===== config.mk =====
export PLATFORM = sky130hd
export DESIGN_NAME = oar_ctrl
export DESIGN_NICKNAME = d
export VERILOG_FILES = /design/src/rtl/core/oar_pkg.sv /design/src/rtl/core/oar_ctrl.sv
export SDC_FILE = /design/constraint.sdc
export NUM_CORES = 1
export LEC_CHECK = 0
export BUFFER_PORTS_ARGS = -buffer_cell sky130_fd_sc_hd__buf_4
export CAP_MARGIN = 20
export CORE_AREA = 2 2 39 41
export CTS_BUF_LIST = sky130_fd_sc_hd__clkbuf_2
export DETAILED_ROUTE_END_ITERATION = 8
export DIE_AREA = 0 0 41 43
export PLACE_DENSITY = 0.53
export SYNTH_ARGS = -nofsm -noshare
export SYNTH_HDL_FRONTEND = slang
export SYNTH_SLANG_ARGS = --single-unit

===== constraint.sdc =====
create_clock -name clk -period 3.04 [get_ports clk]
set_input_delay 0.456 -clock clk [delete_from_list [all_inputs] [get_ports clk]]
set_output_delay 0.456 -clock clk [all_outputs]
set_load 0.02 [all_outputs]

===== src/rtl/core/oar_pkg.sv =====
`timescale 1ns / 1ps
// ----------------------------------------------------------------------------
// oar_pkg
// Shared constants and types for the operand address resolver.
// ----------------------------------------------------------------------------
package oar_pkg;

  localparam int OAR_ADDR_BITS = 16;

  localparam logic       REQ_WRITE   = 1'b0;
  localparam logic       REQ_RESOLVE = 1'b1;

  localparam logic [3:0] MODE_IMM  = 4'd0;
  localparam logic [3:0] MODE_ZP   = 4'd1;
  localparam logic [3:0] MODE_ZPX  = 4'd2;
  localparam logic [3:0] MODE_ZPY  = 4'd3;
  localparam logic [3:0] MODE_ABS  = 4'd4;
  localparam logic [3:0] MODE_ABSX = 4'd5;
  localparam logic [3:0] MODE_ABSY = 4'd6;
  localparam logic [3:0] MODE_IND  = 4'd7;
  localparam logic [3:0] MODE_INDX = 4'd8;
  localparam logic [3:0] MODE_INDY = 4'd9;
  localparam logic [3:0] MODE_ACC  = 4'd10;

  localparam logic [1:0] RD_PC1 = 2'd0;
  localparam logic [1:0] RD_PC2 = 2'd1;
  localparam logic [1:0] RD_PLO = 2'd2;
  localparam logic [1:0] RD_PHI = 2'd3;

  typedef struct packed {
    logic       load;
    logic       wr;
    logic [1:0] rd_sel;
    logic       cap_b1;
    logic       cap_b2;
    logic       cap_lo;
    logic       cap_hi;
    logic       emit;
  } oar_cmd_t;

  typedef struct packed {
    logic need_b2;
    logic need_ptr;
  } oar_status_t;

endpackage


===== src/rtl/core/oar_ctrl.sv =====
`timescale 1ns / 1ps
// ----------------------------------------------------------------------------
// oar_ctrl
// Sequencer that steps the datapath through operand and pointer reads.
// ----------------------------------------------------------------------------
module oar_ctrl
  import oar_pkg::*;
(
  input  logic        clk,
  input  logic        rst_n,
  input  logic        start,
  input  logic        req_type,
  input  oar_status_t status,
  output logic        busy,
  output oar_cmd_t    cmd
);

  localparam logic [2:0] S_IDLE = 3'd0;
  localparam logic [2:0] S_RD1  = 3'd1;
  localparam logic [2:0] S_B1   = 3'd2;
  localparam logic [2:0] S_B2   = 3'd3;
  localparam logic [2:0] S_PLO  = 3'd4;
  localparam logic [2:0] S_PHI  = 3'd5;
  localparam logic [2:0] S_PEND = 3'd6;
  localparam logic [2:0] S_DONE = 3'd7;

  logic [2:0] state_r;
  logic [2:0] state_nxt;

  always_ff @(posedge clk) begin
    if (!rst_n) begin
      state_r <= S_IDLE;
    end else begin
      state_r <= state_nxt;
    end
  end

  assign busy = (state_r != S_IDLE);

  always_comb begin
    state_nxt = state_r;
    cmd       = '0;
    cmd.rd_sel = RD_PC1;
    case (state_r)
      S_IDLE: begin
        if (start) begin
          if (req_type == REQ_WRITE) begin
            cmd.wr = 1'b1;
          end else begin
            cmd.load  = 1'b1;
            state_nxt = S_RD1;
          end
        end
      end
      S_RD1: begin
        cmd.rd_sel = RD_PC1;
        state_nxt  = S_B1;
      end
      S_B1: begin
        cmd.cap_b1 = 1'b1;
        cmd.rd_sel = RD_PC2;
        if (status.need_b2) begin
          state_nxt = S_B2;
        end else if (status.need_ptr) begin
          state_nxt = S_PLO;
        end else begin
          state_nxt = S_DONE;
        end
      end
      S_B2: begin
        cmd.cap_b2 = 1'b1;
        state_nxt  = status.need_ptr ? S_PLO : S_DONE;
      end
      S_PLO: begin
        cmd.rd_sel = RD_PLO;
        state_nxt  = S_PHI;
      end
      S_PHI: begin
        cmd.cap_lo = 1'b1;
        cmd.rd_sel = RD_PHI;
        state_nxt  = S_PEND;
      end
      S_PEND: begin
        cmd.cap_hi = 1'b1;
        state_nxt  = S_DONE;
      end
      S_DONE: begin
        cmd.emit  = 1'b1;
        state_nxt = S_IDLE;
      end
      default: begin
        state_nxt = S_IDLE;
      end
    endcase
  end

endmodule


==> Word level (Yosys, flattened, before mapping) <==
Cells that the tools add are included.
{ "totals": {"memories": 0, "regBits": 3, "output_inout_bits": 10, "romBits": 0, "ramBits": 0, "in_bits": 6, "latchBits": 0} }
{ "classes": {"n_reduce_logical": 3, "n_addsub": 0, "shift": 0, "multipliers": 0, "order_cmp": 0, "div": 0, "n_eq_ne": 9, "bitwise": 0, "n_mux": 15} }
{ "op_table": {"columns": ["op", "count"], "rows": [
  ["3-bit case mux with 8 select lines", 1],
  ["3-bit equality test (second input constant)", 4],
  ["3-bit two-way mux", 3],
  ["1-bit two-way mux", 7],
  ["3-bit by 2-bit equality test with 1-bit output (second input constant)", 2],
  ["2-bit two-way mux", 3],
  ["2-bit case mux with 3 select lines", 1],
  ["2-bit inequality test (second input constant)", 2],
  ["3-bit by 1-bit equality test with 1-bit output (second input constant)", 1],
  ["3-bit zero test", 1],
  ["3-bit nonzero test", 1],
  ["2-bit AND reduction", 1]
]} }

==> Longest topological paths before layout <==
{ "logic_depth": {"ltp_word": 3, "depth_mapped": 4, "ltp_nobuf": 3} }

==> Least setup slack after synthesis <==
No wires, ideal clock.
{ "synth_timing": {"path_kind": "register to output", "startpoint": "register state_r[2]", "endpoint": "output cmd[7] (netlist bit)", "path_slack_ns": 1.579, "stages_incl_launch_ff": 5, "t_arrival_ns": 1.005, "path_buffers": 1, "path_cell_list": "dfxtp_1 > buf_4 > nor3_2 > nand2_1 > nor2_1"} }
{ "synth_rtl": {"columns": ["element", "line", "rtl"], "rows": [
  ["start, declared", "oar_ctrl.sv:27", "logic [2:0] state_r;"],
  ["start signal, assigned", "oar_ctrl.sv:34", "state_r <= state_nxt;"],
  ["end, declared", "oar_ctrl.sv:15", "output oar_cmd_t cmd"]
]} }

==> results.json <==
{
  "cp_data_required_time_ns": 2.58,
  "final_hold_viol_count": 0,
  "startpoint_type": "flip-flop",
  "irDropWorstVdd_uv": 182,
  "drt-pass1-iter-count": 2,
  "die-area_sq_um": 1760,
  "via_per_inst": 4.06,
  "grt_pass1_wl_microns": 800,
  "cp_max_fo": 11,
  "ys.flop_type": "dfxtp_1",
  "syn_area_sq_um": 248,
  "synth_fp_nets": 39,
  "reg_top3": "state_r: 3 flops",
  "dp_worst_setup_slack_ns": 1.59,
  "register_area_sq_um": 60.1,
  "die_x_microns": 41,
  "end_kind": "output port",
  "hold_path.class": "in -> reg",
  "routed-via-count": 264,
  "cts_buffers": 3,
  "grt-ovfl-total": 0,
  "die_h_microns": 43,
  "synth_area_leaders": "dfxtp_1 (24%), buf_6 (9.1%), nor2_1 (9.1%)",
  "worstSetupPathType": "reg -> out",
  "rows": 14,
  "cts-resized-gates": 0,
  "worstPathArrival_ns": 1.21,
  "fp.coreArea_sq_um": 1380,
  "grt_max_degree": 12,
  "r2r_start": "state_r[2]",
  "yosysTopAreaCellShare_pct": 24.2,
  "clk_latency_ns": 0.20,
  "numPortBuffers": 15,
  "root_buffer": "clkbuf_2",
  "synth_warnings": 0,
  "htreeDepth": 1,
  "slew_violations": 0,
  "grt_setup_unrepaired": "false",
  "multi_input_area_sq_um": 154,
  "ant_nets": 0,
  "p_per_area_nw_per_um2": 554,
  "leakage_nw": 0.200,
  "status": "finished clean",
  "postCtsSetupRepairBufs": 0,
  "min_from": "rst_n",
  "synth_edf_count": 0,
  "tns_ns": 0,
  "final_cells": 65,
  "setup_viol": 0,
  "grt_pass1_vias": 208,
  "fmax_ghz": 0.601,
  "syn_inst": 33,
  "critPathLaunch": "state_r[1]",
  "routed_wirelength_microns": 581,
  "cts_buffer_depth": 2,
  "hold_buffers": 0,
  "antenna_found_initial": 0,
  "maxCapViolations": 0,
  "async_flop_share_pct": 0,
  "regMostFlops": "state_r",
  "areaGrowthSynthToFinish_pct": 49.5,
  "fin_crit_ns": 1.66,
  "first_iter_violations": 3,
  "cts_tree": "built",
  "post_dp_cell_area_sq_um": 350,
  "synthDistinctLibCells": 17,
  "start_util_pct": 17.9,
  "gp_congestion": 0.683,
  "yosysTopAreaCell": "dfxtp_1",
  "largest_reg_flops": 3,
  "worst_pin_slew_ns": 0.348,
  "finalInstanceArea_sq_um": 370,
  "setup_ws_ns": 1.38,
  "relSlewSlack_pct": 76.7,
  "io_pins": 16,
  "yosysMostFrequentCell": "nor2_1",
  "layout-drive-gt1-share_pct": 44.9,
  "synth_common_cells": "nor2_1 (6), nand2_1 (5), and3_1 (3), dfxtp_1 (3)",
  "drc_errors": 0,
  "n_fill_cell": 158,
  "finalCritPeriodShare_pct": 54.8,
  "ys_seq_area_share_pct": 24.2,
  "wl_per_cell_microns": 8.94,
  "hold_slack_ns": 0.506,
  "syn_avg_cell_area_sq_um": 7.51,
  "hpwl_microns": 434,
  "track_usage_pct": 6.73,
  "final_nets": 56,
  "synth_seq_cells": 3,
  "clock_skew_ns": 0.00442,
  "clk_pin_slew_ns": 0.04,
  "dp.cells": 61,
  "numClockSinks": 3,
  "diodes": 0
}
## metal layers
layer | global-route usage (%) | up-vias | part of all wire [%]
met5 | 0 | - | 0
li1 | - | 142 | -
met3 | 1.57 | 0 | 8.3
met2 | 7.19 | 13 | 41
met4 | 6.00 | 0 | 0
met1 | 10.3 | 109 | 50
## path summary, 6_finish.rpt
kind	end	slack [ns]	cells after the start
worst min register to register	state_r[2]	0.67	2
worst min-delay path	state_r[0]	0.51	2
worst max-delay path	cmd[5]	1.38	3
worst max register to register	state_r[0]	1.92	3
## cells by family after synthesis
family                 share of synthesized area (%)
DFF                                             24.2
buffers and inverters                           13.6
AOI/OAI and AO/OA                               14.6
and+or+nand+nor                                 47.5
## area by class of cell
type	count	share of cell area [%]
Inverter	1	1.01
Multi-Input combinational cell	26	41.6
Tap cell	16	5.41
Timing Repair Buffer	15	30.4
Sequential cell	3	16.2
Clock buffer	4	5.41
## placed cells by master, fill, tap and decap left out
| cell | instances |
|---|---|
| o22ai_1 | 2 |
| nor3_2 | 1 |
| and3_1 | 3 |
| o221a_2 | 1 |
| nor3b_2 | 1 |
| a21boi_0 | 1 |
| clkbuf_2 | 4 |
| inv_1 | 1 |
| nor2_1 | 6 |
| nand2_1 | 5 |
| and3b_1 | 1 |
| nor2b_1 | 1 |
| a21oi_1 | 1 |
| nand2b_1 | 2 |
| nor3b_1 | 1 |
| dfxtp_1 | 3 |
| buf_4 | 15 |
## report_power, final
| group | internal, mW | total [mW] | leakage, nW | switching (mW) |
|---|---|---|---|---|
| clock | 0.0347 | 0.0544 | 0.0166 | 0.0197 |
| sequential | 0.0462 | 0.0633 | 0.0247 | 0.0171 |
| combinational | 0.0431 | 0.0876 | 0.159 | 0.0445 |
## worst max-delay path, stage by stage, from the launching register on
cell and delay (ns):
dfxtp_1 0.51, nand2b_1 0.16, o22ai_1 0.18, buf_4 0.17
## stage by stage
step | utilization (%) | power (mW)
floorplan | - | 0.126
global placement | 25.3 | 0.152
detailed placement | 25.3 | 0.152
CTS | 26.8 | 0.209
global route | 26.8 | 0.220
finish | 26.8 | 0.205
No activity file was read; power rests on OpenSTA's default activity.
